===== src/design/md5_pkg.sv =====
`default_nettype none
package md5_pkg;

    localparam int unsigned WORD_W      = 32;
    localparam int unsigned BLOCK_WORDS = 16;
    localparam int unsigned COUNT_W     = 61;
    localparam int unsigned ROUNDS      = 64;

    localparam logic [WORD_W-1:0] IV_A = 32'h67452301;
    localparam logic [WORD_W-1:0] IV_B = 32'hefcdab89;
    localparam logic [WORD_W-1:0] IV_C = 32'h98badcfe;
    localparam logic [WORD_W-1:0] IV_D = 32'h10325476;

    localparam logic [7:0] PAD_BYTE = 8'h80;

    // Words 14 and 15 hold the bit length.
    localparam logic [3:0] LEN_LO_IDX = 4'd14;
    localparam logic [3:0] LEN_HI_IDX = 4'd15;

    typedef struct packed {
        logic [WORD_W-1:0] a;
        logic [WORD_W-1:0] b;
        logic [WORD_W-1:0] c;
        logic [WORD_W-1:0] d;
    } md5_words_t;

    localparam md5_words_t IV_WORDS = '{a: IV_A, b: IV_B, c: IV_C, d: IV_D};

    typedef enum logic [3:0] {
        ST_IDLE,
        ST_PAD_HEAD,
        ST_PAD_FILL,
        ST_LEN_LO,
        ST_LEN_HI,
        ST_LOAD,
        ST_ROUND,
        ST_ADD,
        ST_EMIT
    } md5_state_t;

    localparam logic [WORD_W-1:0] K_TABLE [ROUNDS] = '{
        32'hd76aa478, 32'he8c7b756, 32'h242070db, 32'hc1bdceee,
        32'hf57c0faf, 32'h4787c62a, 32'ha8304613, 32'hfd469501,
        32'h698098d8, 32'h8b44f7af, 32'hffff5bb1, 32'h895cd7be,
        32'h6b901122, 32'hfd987193, 32'ha679438e, 32'h49b40821,
        32'hf61e2562, 32'hc040b340, 32'h265e5a51, 32'he9b6c7aa,
        32'hd62f105d, 32'h02441453, 32'hd8a1e681, 32'he7d3fbc8,
        32'h21e1cde6, 32'hc33707d6, 32'hf4d50d87, 32'h455a14ed,
        32'ha9e3e905, 32'hfcefa3f8, 32'h676f02d9, 32'h8d2a4c8a,
        32'hfffa3942, 32'h8771f681, 32'h6d9d6122, 32'hfde5380c,
        32'ha4beea44, 32'h4bdecfa9, 32'hf6bb4b60, 32'hbebfbc70,
        32'h289b7ec6, 32'heaa127fa, 32'hd4ef3085, 32'h04881d05,
        32'hd9d4d039, 32'he6db99e5, 32'h1fa27cf8, 32'hc4ac5665,
        32'hf4292244, 32'h432aff97, 32'hab9423a7, 32'hfc93a039,
        32'h655b59c3, 32'h8f0ccc92, 32'hffeff47d, 32'h85845dd1,
        32'h6fa87e4f, 32'hfe2ce6e0, 32'ha3014314, 32'h4e0811a1,
        32'hf7537e82, 32'hbd3af235, 32'h2ad7d2bb, 32'heb86d391
    };

    // Message word used by a round.
    function automatic logic [3:0] msg_index(input logic [5:0] r);
        logic [3:0] lo;
        logic [3:0] idx;
        lo = r[3:0];
        case (r[5:4])
            2'd0: idx = lo;
            2'd1: idx = (lo << 2) + lo + 4'd1;
            2'd2: idx = (lo << 1) + lo + 4'd5;
            2'd3: idx = (lo << 3) - lo;
            default: idx = lo;
        endcase
        return idx;
    endfunction

    // Left rotate amount of a round.
    function automatic logic [4:0] rot_amount(input logic [5:0] r);
        logic [4:0] s;
        case ({r[5:4], r[1:0]})
            4'h0: s = 5'd7;
            4'h1: s = 5'd12;
            4'h2: s = 5'd17;
            4'h3: s = 5'd22;
            4'h4: s = 5'd5;
            4'h5: s = 5'd9;
            4'h6: s = 5'd14;
            4'h7: s = 5'd20;
            4'h8: s = 5'd4;
            4'h9: s = 5'd11;
            4'ha: s = 5'd16;
            4'hb: s = 5'd23;
            4'hc: s = 5'd6;
            4'hd: s = 5'd10;
            4'he: s = 5'd15;
            4'hf: s = 5'd21;
            default: s = 5'd7;
        endcase
        return s;
    endfunction

endpackage
`default_nettype wire


===== src/design/md5_message_digest_top.sv =====
`default_nettype none
// A byte that does not close a 64-byte block is only packed or stored; a byte that closes one
// starts the compression (load, 64 rounds, add), during which s_ready is low.
// End of message: pad head, up to 13 zero writes, fill exit, 2 length writes, then the
// compression; a tail of 56+ bytes first zero-fills and compresses its block, then pads another.
// Throughput is bounded by the single round unit: 64 rounds per block, one per cycle.
// Reset (aresetn low, synchronous) restores the IV and clears the byte count; no clearing pass.
module md5_message_digest_top (
    input  wire logic        aclk,
    input  wire logic        aresetn,

    input  wire logic        s_valid,
    output logic             s_ready,
    input  wire logic [7:0]  s_msg_byte,
    input  wire logic        s_byte_present,
    input  wire logic        s_end_of_message,

    output logic             m_valid,
    input  wire logic        m_ready,
    output logic [31:0]      m_digest_word,
    output logic             m_last_word
);

    md5_pkg::md5_state_t state_reg, state_next;
    md5_pkg::md5_state_t ret_reg, ret_next;       // where to go after the add step

    logic [md5_pkg::COUNT_W-1:0] count_reg, count_next;
    logic [31:0]                 word_reg, word_next;  // partial word being packed
    logic [4:0]                  fill_idx_reg, fill_idx_next;
    logic                        fill_two_reg, fill_two_next; // fill whole block, then pad again
    logic [5:0]                  round_reg, round_next;
    logic [1:0]                  emit_idx_reg, emit_idx_next;
    md5_pkg::md5_words_t         cv_reg, cv_next;     // chaining value
    md5_pkg::md5_words_t         wk_reg, wk_next;     // working words of the compression
    md5_pkg::md5_words_t         round_out;

    logic        ram_we;
    logic [3:0]  ram_waddr;
    logic [31:0] ram_wdata;
    logic [3:0]  ram_raddr;
    logic [31:0] ram_rdata;

    logic [1:0]  lane;
    logic [31:0] head_word;
    logic [4:0]  fill_limit;

    // Block buffer: written one word at a time, read once per round.
    md5_ram #(
        .WIDTH (md5_pkg::WORD_W),
        .DEPTH (md5_pkg::BLOCK_WORDS)
    ) u_block_ram (
        .aclk  (aclk),
        .we    (ram_we),
        .waddr (ram_waddr),
        .wdata (ram_wdata),
        .raddr (ram_raddr),
        .rdata (ram_rdata)
    );

    md5_round u_round (
        .round_idx (round_reg),
        .words_in  (wk_reg),
        .msg_word  (ram_rdata),
        .words_out (round_out)
    );

    assign lane       = count_reg[1:0];
    assign fill_limit = fill_two_reg ? 5'd16 : {1'b0, md5_pkg::LEN_LO_IDX};

    // Pad word: keep bytes already packed, place the 0x80 marker, zero the rest.
    always_comb begin
        for (int j = 0; j < 4; j++) begin
            if (2'(j) < lane) begin
                head_word[8*j +: 8] = word_reg[8*j +: 8];
            end else if (2'(j) == lane) begin
                head_word[8*j +: 8] = md5_pkg::PAD_BYTE;
            end else begin
                head_word[8*j +: 8] = 8'h00;
            end
        end
    end

    // Prefetch the message word of the next round; the registered read delivers it in the following cycle.
    always_comb begin
        if (state_reg == md5_pkg::ST_ROUND) begin
            ram_raddr = md5_pkg::msg_index(round_reg + 6'd1);
        end else begin
            ram_raddr = md5_pkg::msg_index(6'd0);
        end
    end

    always_ff @(posedge aclk) begin
        if (!aresetn) begin
            state_reg    <= md5_pkg::ST_IDLE;
            ret_reg      <= md5_pkg::ST_IDLE;
            count_reg    <= '0;
            fill_idx_reg <= '0;
            fill_two_reg <= 1'b0;
            round_reg    <= '0;
            emit_idx_reg <= '0;
            cv_reg       <= md5_pkg::IV_WORDS;
        end else begin
            state_reg    <= state_next;
            ret_reg      <= ret_next;
            count_reg    <= count_next;
            fill_idx_reg <= fill_idx_next;
            fill_two_reg <= fill_two_next;
            round_reg    <= round_next;
            emit_idx_reg <= emit_idx_next;
            cv_reg       <= cv_next;
        end
    end

    always_ff @(posedge aclk) begin
        word_reg <= word_next;
        wk_reg   <= wk_next;
    end

    always_comb begin
        state_next    = state_reg;
        ret_next      = ret_reg;
        count_next    = count_reg;
        word_next     = word_reg;
        fill_idx_next = fill_idx_reg;
        fill_two_next = fill_two_reg;
        round_next    = round_reg;
        emit_idx_next = emit_idx_reg;
        cv_next       = cv_reg;
        wk_next       = wk_reg;
        ram_we        = 1'b0;
        ram_waddr     = '0;
        ram_wdata     = '0;
        s_ready       = 1'b0;
        m_valid       = 1'b0;

        case (state_reg)
            md5_pkg::ST_IDLE: begin
                s_ready = 1'b1;
                if (s_valid) begin
                    if (s_byte_present) begin
                        // Pack the byte little-endian; store the word once full.
                        count_next = count_reg + 1'b1;
                        word_next[8*lane +: 8] = s_msg_byte;
                        if (lane == 2'd3) begin
                            ram_we    = 1'b1;
                            ram_waddr = count_reg[5:2];
                            ram_wdata = {s_msg_byte, word_reg[23:0]};
                        end
                        if (count_reg[5:0] == 6'd63) begin
                            state_next = md5_pkg::ST_LOAD;
                            ret_next   = s_end_of_message ? md5_pkg::ST_PAD_HEAD
                                                          : md5_pkg::ST_IDLE;
                        end else if (s_end_of_message) begin
                            state_next = md5_pkg::ST_PAD_HEAD;
                        end
                    end else if (s_end_of_message) begin
                        state_next = md5_pkg::ST_PAD_HEAD;
                    end
                end
            end

            md5_pkg::ST_PAD_HEAD: begin
                ram_we        = 1'b1;
                ram_waddr     = count_reg[5:2];
                ram_wdata     = head_word;
                fill_idx_next = {1'b0, count_reg[5:2]} + 5'd1;
                // No room left for the length: pad this block out and use another.
                fill_two_next = (count_reg[5:3] == 3'b111);
                state_next    = md5_pkg::ST_PAD_FILL;
            end

            md5_pkg::ST_PAD_FILL: begin
                if (fill_idx_reg < fill_limit) begin
                    ram_we        = 1'b1;
                    ram_waddr     = fill_idx_reg[3:0];
                    ram_wdata     = '0;
                    fill_idx_next = fill_idx_reg + 5'd1;
                end else if (fill_two_reg) begin
                    fill_idx_next = '0;
                    fill_two_next = 1'b0;
                    state_next    = md5_pkg::ST_LOAD;
                    ret_next      = md5_pkg::ST_PAD_FILL;
                end else begin
                    state_next = md5_pkg::ST_LEN_LO;
                end
            end

            md5_pkg::ST_LEN_LO: begin
                ram_we     = 1'b1;
                ram_waddr  = md5_pkg::LEN_LO_IDX;
                ram_wdata  = {count_reg[28:0], 3'b000};
                state_next = md5_pkg::ST_LEN_HI;
            end

            md5_pkg::ST_LEN_HI: begin
                ram_we     = 1'b1;
                ram_waddr  = md5_pkg::LEN_HI_IDX;
                ram_wdata  = count_reg[60:29];
                state_next = md5_pkg::ST_LOAD;
                ret_next   = md5_pkg::ST_EMIT;
            end

            md5_pkg::ST_LOAD: begin
                wk_next    = cv_reg;
                round_next = '0;
                state_next = md5_pkg::ST_ROUND;
            end

            md5_pkg::ST_ROUND: begin
                wk_next    = round_out;
                round_next = round_reg + 6'd1;
                if (round_reg == 6'(md5_pkg::ROUNDS - 1)) begin
                    state_next = md5_pkg::ST_ADD;
                end
            end

            md5_pkg::ST_ADD: begin
                cv_next.a  = cv_reg.a + wk_reg.a;
                cv_next.b  = cv_reg.b + wk_reg.b;
                cv_next.c  = cv_reg.c + wk_reg.c;
                cv_next.d  = cv_reg.d + wk_reg.d;
                state_next = ret_reg;
            end

            md5_pkg::ST_EMIT: begin
                m_valid = 1'b1;
                if (m_ready) begin
                    emit_idx_next = emit_idx_reg + 2'd1;
                    if (emit_idx_reg == 2'd3) begin
                        // Last digest word taken: start a fresh message.
                        cv_next    = md5_pkg::IV_WORDS;
                        count_next = '0;
                        ret_next   = md5_pkg::ST_IDLE;
                        state_next = md5_pkg::ST_IDLE;
                    end
                end
            end

            default: begin
                state_next = md5_pkg::ST_IDLE;
            end
        endcase
    end

    always_comb begin
        case (emit_idx_reg)
            2'd0: m_digest_word = cv_reg.a;
            2'd1: m_digest_word = cv_reg.b;
            2'd2: m_digest_word = cv_reg.c;
            2'd3: m_digest_word = cv_reg.d;
            default: m_digest_word = cv_reg.a;
        endcase
    end

    assign m_last_word = (emit_idx_reg == 2'd3);

`ifndef SYNTH
    // The buffer must not change while rounds read it.
    a_no_write_in_rounds: assert property (@(posedge aclk) disable iff (!aresetn)
        (state_reg == md5_pkg::ST_ROUND) |-> !ram_we)
        else $error("block buffer written during compression");

    // Input and result sides never both open.
    a_one_side_open: assert property (@(posedge aclk) disable iff (!aresetn)
        !(s_ready && m_valid))
        else $error("input accepted while digest pending");

    // Final add step is followed by the digest.
    a_add_then_emit: assert property (@(posedge aclk) disable iff (!aresetn)
        (state_reg == md5_pkg::ST_ADD && ret_reg == md5_pkg::ST_EMIT) |=> m_valid)
        else $error("digest not presented after final compression");

    // Taking the last word starts a new message with zero length.
    a_restart_after_digest: assert property (@(posedge aclk) disable iff (!aresetn)
        (m_valid && m_ready && m_last_word) |=> (count_reg == '0 && s_ready))
        else $error("byte count not cleared after digest");
`endif

endmodule
`default_nettype wire


===== src/design/md5_ram.sv =====
`default_nettype none
module md5_ram #(
    parameter int unsigned WIDTH = 32,
    parameter int unsigned DEPTH = 16
) (
    input  wire logic                     aclk,
    input  wire logic                     we,
    input  wire logic [$clog2(DEPTH)-1:0] waddr,
    input  wire logic [WIDTH-1:0]         wdata,
    input  wire logic [$clog2(DEPTH)-1:0] raddr,
    output logic      [WIDTH-1:0]         rdata
);

    logic [WIDTH-1:0] mem [DEPTH];

    always_ff @(posedge aclk) begin
        if (we) begin
            mem[waddr] <= wdata;
        end
        rdata <= mem[raddr];
    end

endmodule
`default_nettype wire


===== src/design/md5_round.sv =====
`default_nettype none
module md5_round (
    input  wire logic [5:0]               round_idx,
    input  wire md5_pkg::md5_words_t      words_in,
    input  wire logic [md5_pkg::WORD_W-1:0] msg_word,
    output md5_pkg::md5_words_t           words_out
);

    logic [md5_pkg::WORD_W-1:0] f;
    logic [md5_pkg::WORD_W-1:0] sum;
    logic [md5_pkg::WORD_W-1:0] rot;
    logic [4:0]                 amt;

    always_comb begin
        case (round_idx[5:4])
            2'd0: f = (words_in.b & words_in.c) | (~words_in.b & words_in.d);
            2'd1: f = (words_in.b & words_in.d) | (words_in.c & ~words_in.d);
            2'd2: f = words_in.b ^ words_in.c ^ words_in.d;
            2'd3: f = words_in.c ^ (words_in.b | ~words_in.d);
            default: f = '0;
        endcase
        sum = words_in.a + f + md5_pkg::K_TABLE[round_idx] + msg_word;
        amt = md5_pkg::rot_amount(round_idx);
        rot = (sum << amt) | (sum >> (6'd32 - {1'b0, amt}));
        // Rotate the working words: a gets d, c gets b, d gets c.
        words_out.a = words_in.d;
        words_out.b = words_in.b + rot;
        words_out.c = words_in.b;
        words_out.d = words_in.c;
    end

endmodule
`default_nettype wire

===== config.mk =====
export PLATFORM = sky130hd
export DESIGN_NAME = md5_message_digest_top
export DESIGN_NICKNAME = d
export VERILOG_FILES = /design/src/design/md5_pkg.sv /design/src/design/md5_message_digest_top.sv /design/src/design/md5_ram.sv /design/src/design/md5_round.sv
export SDC_FILE = /design/constraint.sdc
export NUM_CORES = 2
export LEC_CHECK = 0
export BUFFER_PORTS_ARGS = -buffer_cell sky130_fd_sc_hd__buf_4
export CAP_MARGIN = 30
export CORE_UTILIZATION = 45
export DETAILED_ROUTE_END_ITERATION = 10
export PLACE_DENSITY = 0.69
export SLEW_MARGIN = 30
export SYNTH_ARGS = -nofsm -noshare
export SYNTH_HDL_FRONTEND = slang
export SYNTH_SLANG_ARGS = --single-unit

===== constraint.sdc =====
create_clock -name aclk -period 20.3 [get_ports aclk]
set_clock_uncertainty 0.05 [all_clocks]
set_input_delay 1.015 -clock aclk [delete_from_list [all_inputs] [get_ports aclk]]
set_output_delay 1.015 -clock aclk [all_outputs]
set_load 0.03 [all_outputs]

# Yosys cells after proc, flatten, opt, wreduce, memory -nomap -nowiden
# Memories as Yosys holds them, arrays and structs flattened. A register that Yosys moved wholly into a read port is not among the register bits.
# Cells that the tools add are included.
[classes] add_sub_neg=20 n_lt_le_gt_ge=6 n_eq_ne=33 shifts=4 n_mux=68 bitwise_logic=14 reduce_logical=19
[op_table] operator="$pmux W128 S2" count=2
[op_table] operator="$pmux W32 S4" count=3
[op_table] operator="$add A32 B32 Y32" count=8
[op_table] operator="$mux W128" count=2
[op_table] operator="$mux W61" count=4
[op_table] operator="$mux W32" count=5
[op_table] operator="$and A32 B32 Y32" count=4
[op_table] operator="$or A32 B32 Y32" count=4
[op_table] operator="$pmux W61 S2" count=1
[op_table] operator="$xor A32 B32 Y32" count=3
[op_table] operator="$mux W4" count=20
[op_table] operator="$mux W8" count=8
[op_table] operator="$not A32 Y32" count=2
[op_table] operator="$add A61 B1 Y61 const B" count=1
[op_table] operator="$pmux W4 S9" count=1
[op_table] operator="$neg A5 Y34" count=1
[op_table] operator="$shift A8 B34 Y32 const A" count=1
[op_table] operator="$shiftx A8 B34 Y32" count=1
[op_table] operator="$bwmux W32" count=1
[op_table] operator="$pmux W4 S4" count=2
[op_table] operator="$shl A32 B5 Y32" count=1
[op_table] operator="$shr A32 B6 Y32" count=1
[op_table] operator="$pmux W4 S5" count=1
[op_table] operator="$eq A4 B3 Y1 const B" count=4
[op_table] operator="42 further kinds" count=83
[word_totals] register_bits=371 ramBits=512 mem_bits_ro=2128 input_bits=14 out_inout_bits=35 wordCells=183 memories=3
[memory_table] memory="(no name shown)" words=64 width=32 read_ports=1 rd_clocked_by_memory_dff=0 wr=0 line_no="md5_round.sv:22" source="sum = words_in.a + f + md5_pkg::K_TABLE[round_idx] + msg_word;"
[memory_table] memory="u_block_ram.mem" words=16 width=32 read_ports=1 rd_clocked_by_memory_dff=1 wr=1 line_no="md5_ram.sv:14" source="logic [WIDTH-1:0] mem [DEPTH];"
[memory_table] memory="(no name shown)" words=16 width=5 read_ports=1 rd_clocked_by_memory_dff=1 wr=0 line_no="md5_pkg.sv:78" source="case ({r[5:4], r[1:0]})"

# Depth between registers and ports, before layout
[depth] depth_word=11 depth_mapped=44 depth_no_buf=42

# Cells and area by module
# Synthesis repeated with hierarchy kept, for this count alone.
[unflattened] cells_unflattened=5504 hier_area_um2=56475.4
[modules_own_cells] mod="md5_message_digest_top" instances=1 cells_per_inst=2594 area_per_inst_um2=22300.1 seq_area_each_um2=8768.4
[modules_own_cells] mod="md5_ram" instances=1 cells_per_inst=838 area_per_inst_um2=19835.3 seq_area_each_um2=16015.4
[modules_own_cells] mod="md5_round" instances=1 cells_per_inst=2072 area_per_inst_um2=14340.0 seq_area_each_um2=0.0

# Worst setup path after synthesis
# OpenSTA, ideal clock, no wires.
[synth_path] path_kind="register to register" start="register round_reg[1]" end="register wk_reg[95] in the netlist's numbering (data pin)" setup_time_ps=260 t_arrival_ps=9339 t_required_ps=19990 setup_slack_ps=10651 path_stages_with_launch=39 path_buffers=2 synth_period_minus_slack_ps=9649 path_cell_list="dfxtp_1 -> inv_1 -> clkbuf_1 -> ha_1 -> clkbuf_1 -> clkinv_1 -> nand2_1 -> o21ai_0 -> mux4_2 -> nand2_1 -> o21ai_0 -> fa_1 -> fa_1 -> inv_1 -> ha_1 -> o21a_1 -> and4_1 -> a21o_1 -> [... 3 more ...] -> xnor2_1 -> mux4_2 -> mux2i_1 -> nor2_1 -> nor3_1 -> o22ai_1 -> ha_1 -> a211oi_1 -> nor2_1 -> o41ai_1 -> a21boi_1 -> a41o_1 -> a41o_1 -> a21oi_1 -> a211oi_1 -> o41ai_1 -> xnor3_1 -> mux2_4"
[synth_rtl] item="start: declaration" line_no="md5_message_digest_top.sv:31" source="logic [5:0] round_reg, round_next;"
[synth_rtl] item="start signal: assignment" line_no="md5_message_digest_top.sv:108" source="round_reg <= round_next;"
[synth_rtl] item="end signal: assignment" line_no="md5_message_digest_top.sv:116" source="wk_reg <= wk_next;"
[synth_rtl] item="end: declaration" line_no="md5_message_digest_top.sv:34" source="md5_pkg::md5_words_t wk_reg, wk_next;"

==> impl_metrics.toml <==
[detailed_routing]
firstDrtPassIters = 10
wl_per_cell_um = 24.2
post_drt_via_cell_ratio = 6.17
drc_errors = 0
ant_nets = 0
drtIter0Drc = 5456
routed_wl_mm = 181
vias = 46200

[timing]
worst_pin_slew_ns = 0.968
fmax_mhz = 82.3
period_needed_ns = 12.15
rsz0062_at_grt = "false"
hold_violations = 0
fin_ws_ns = 8.15
finalSetupTns_ns = 0
setup_viol = 0
slew_headroom_pct = 35.4
fin_crit_sh_pct = 59.8
slew_violations = 0

[power]
p_leak_uw = 0.0228
power_frac_seq_pct = 20.1
ir_drop_mv = 0.245
clkPwrFrac_pct = 15.3
p_per_area_nw_per_um2 = 189
swShare_pct = 47.3
p_int_uw = 6060
p_switching_uw = 5440
combinationalPowerShare_pct = 64.6

[yosys]
avgSynthCellArea_sq_um = 9.46
ys_types = 92
synth_common_cells = "nand2_1 (910), edfxtp_1 (664), o21ai_0 (371)"
synth_nets = 6200
synth_edf_count = 664
syn_area_sq_um = 55700
yosys.area.top_type_share_pct = 35.8
synth.most_common_cell = "nand2_1"
ys.flop_type = "edfxtp_1"
ys_ff_latch = 911
ys_top_cells_by_area = "edfxtp_1 (36%), dfxtp_1 (8.9%), nand2_1 (6.1%)"
netlist_instances = 5887
async_reset_ff_share_pct = 0
yosys.area.top_type = "edfxtp_1"
yosys_warnings = 0
seq_area_frac_synth_pct = 44.7

[place]
port_buffers = 48
routabilityCongestion = 0.978
dpl.hpwl_mm = 122
dp_slack_ns = 8.56

[clock_tree]
post_cts_buffers = 0
worstSkewPairLatency_ns = 0.73
cts_max_level = 3
cts_tree = "yes"
cts_root_buffer = "clkbuf_16"
cts.sinks = 911
cts_buffer_depth = 3
cts_resized = 0
hold_buffers = 0
cts.reportedPaths.clkPinSlew_ns = 0.06
numCtsBuffers = 98

[global_routing]
grt_pass1_wl_mm = 271
grt_pass1_vias = 43900
antenna_found_initial = 4
grt_max_degree = 181
grt_use_total_pct = 28.2
grt_overflow_total = 0

[worst_setup_path]
worstPathRequired_ns = 20.70
path_class = "register to register"
worstPathMaxFanout = 22
endpoint_kind = "register"
start_kind = "register"
cp.arrival_ns = 12.55
max_stage_delay_ns = 0.87
slowest_stage = "dfxtp_1"

[die]
start_util_pct = 45.6
die_w_um = 354
core_area_sq_um = 122000
rows = 128
io_pins = 49
die_h_um = 354
dieArea_sq_um = 125000

[layout]
nets = 6080
syn_to_final_growth_pct = 9.22
drive_above_1_share_pct = 7.24
largest_reg_flops = 512
fillers = 11100

[run]
cap_violations = 0

[outcome]
outcome = "finished, final reports clean"

[hold_path]
min_path_type = "register to register"
## critical path: cells and delay by family, from the launching register on
| family | cells | cell delay, ns |
|---|---|---|
| buf+inv | 3 | 1.09 |
| xor+xnor | 2 | 0.58 |
| compound gates | 15 | 3.83 |
| simple gates | 7 | 1.21 |
| flops | 1 | 0.87 |
| mux | 4 | 1.73 |
| fa+ha+maj | 5 | 2.49 |
## cells in the final DEF (no fill, tap or decap), types with 170 or more instances in the layout
master    instances
nand2_1         907
edfxtp_1        664
o21ai_0         370
a21oi_1         361
nor2_1          296
inv_1           246
dfxtp_1         242
ha_1            230
a211oi_1        209
and2_1          170
## per-stage QoR
step           utilization [%]  instances  instance area (sq um)  total power (uW)  hold WS (ns)
3_5_place_dp              47.2       7291                  57700              9590         0.423
4_1_cts                   49.7       7477                  60800             11400         0.436
2_1_floorplan                -       5887                  55700              7700         0.388
6_report                  49.8       7480                  60800             11500         0.430
5_1_grt                   49.8       7478                  60800             12300         0.460
3_3_place_gp              47.2       7287                  57600              9510         0.412
## kinds of logic after synthesis
family	count (synthesis)	synth area share, %
buffers and inverters	610	4.13
adder cells (fa/ha/maj)	299	7.62
XOR/XNOR	268	4.24
multiplexers	143	3.07
AO/OA/AOI/OAI	1706	20.1
AND/OR/NAND/NOR	1950	16.1
flip-flops	911	44.7
## routing by layer
| metal | vias to the layer above | track usage [%] | part of all wire [%] | wire length [um] |
|---|---|---|---|---|
| met5 | - | 0 | 0.0072 | 13 |
| met4 | 2 | 13.5 | 4.9 | 8840 |
| met3 | 407 | 5.51 | 8.2 | 14800 |
| met2 | 1963 | 45.6 | 46 | 83500 |
| met1 | 22400 | 36.2 | 41 | 73700 |
| li1 | 21400 | - | - | - |
## power by group through the flow
stage                     registers, uW  logic (uW)  clock network [uW]
after floorplan                    2290        5410                   0
after global placement             2340        7170                   0
after detailed placement           2340        7250                   0
after CTS                          2300        7290                1780
after global routing               2320        8090                1850
final                              2310        7430                1760
## path summary, 6_finish.rpt
path	startpoint	end	slack, ns	cells past startpoint
max	round_reg[1]	wk_reg[95]	8.15	36
min reg2reg	cv_reg[127]	cv_reg[127]	0.43	1
max reg2reg	round_reg[1]	wk_reg[95]	8.15	36
min	cv_reg[127]	cv_reg[127]	0.43	1
## area by class of cell
cell class	count	area [sq um]	share of cell area, %
Timing Repair Buffer	136	1060	1.74
Inverter	254	958	1.58
Clock buffer	139	2670	4.38
Antenna cell	2	5.00	0.00823
Tap cell	1625	2030	3.34
Sequential cell	911	24900	40.9
Multi-Input combinational cell	4366	28800	47.3
Clock inverter	47	457	0.751
Note: power is estimated with default switching activity, not from simulation.
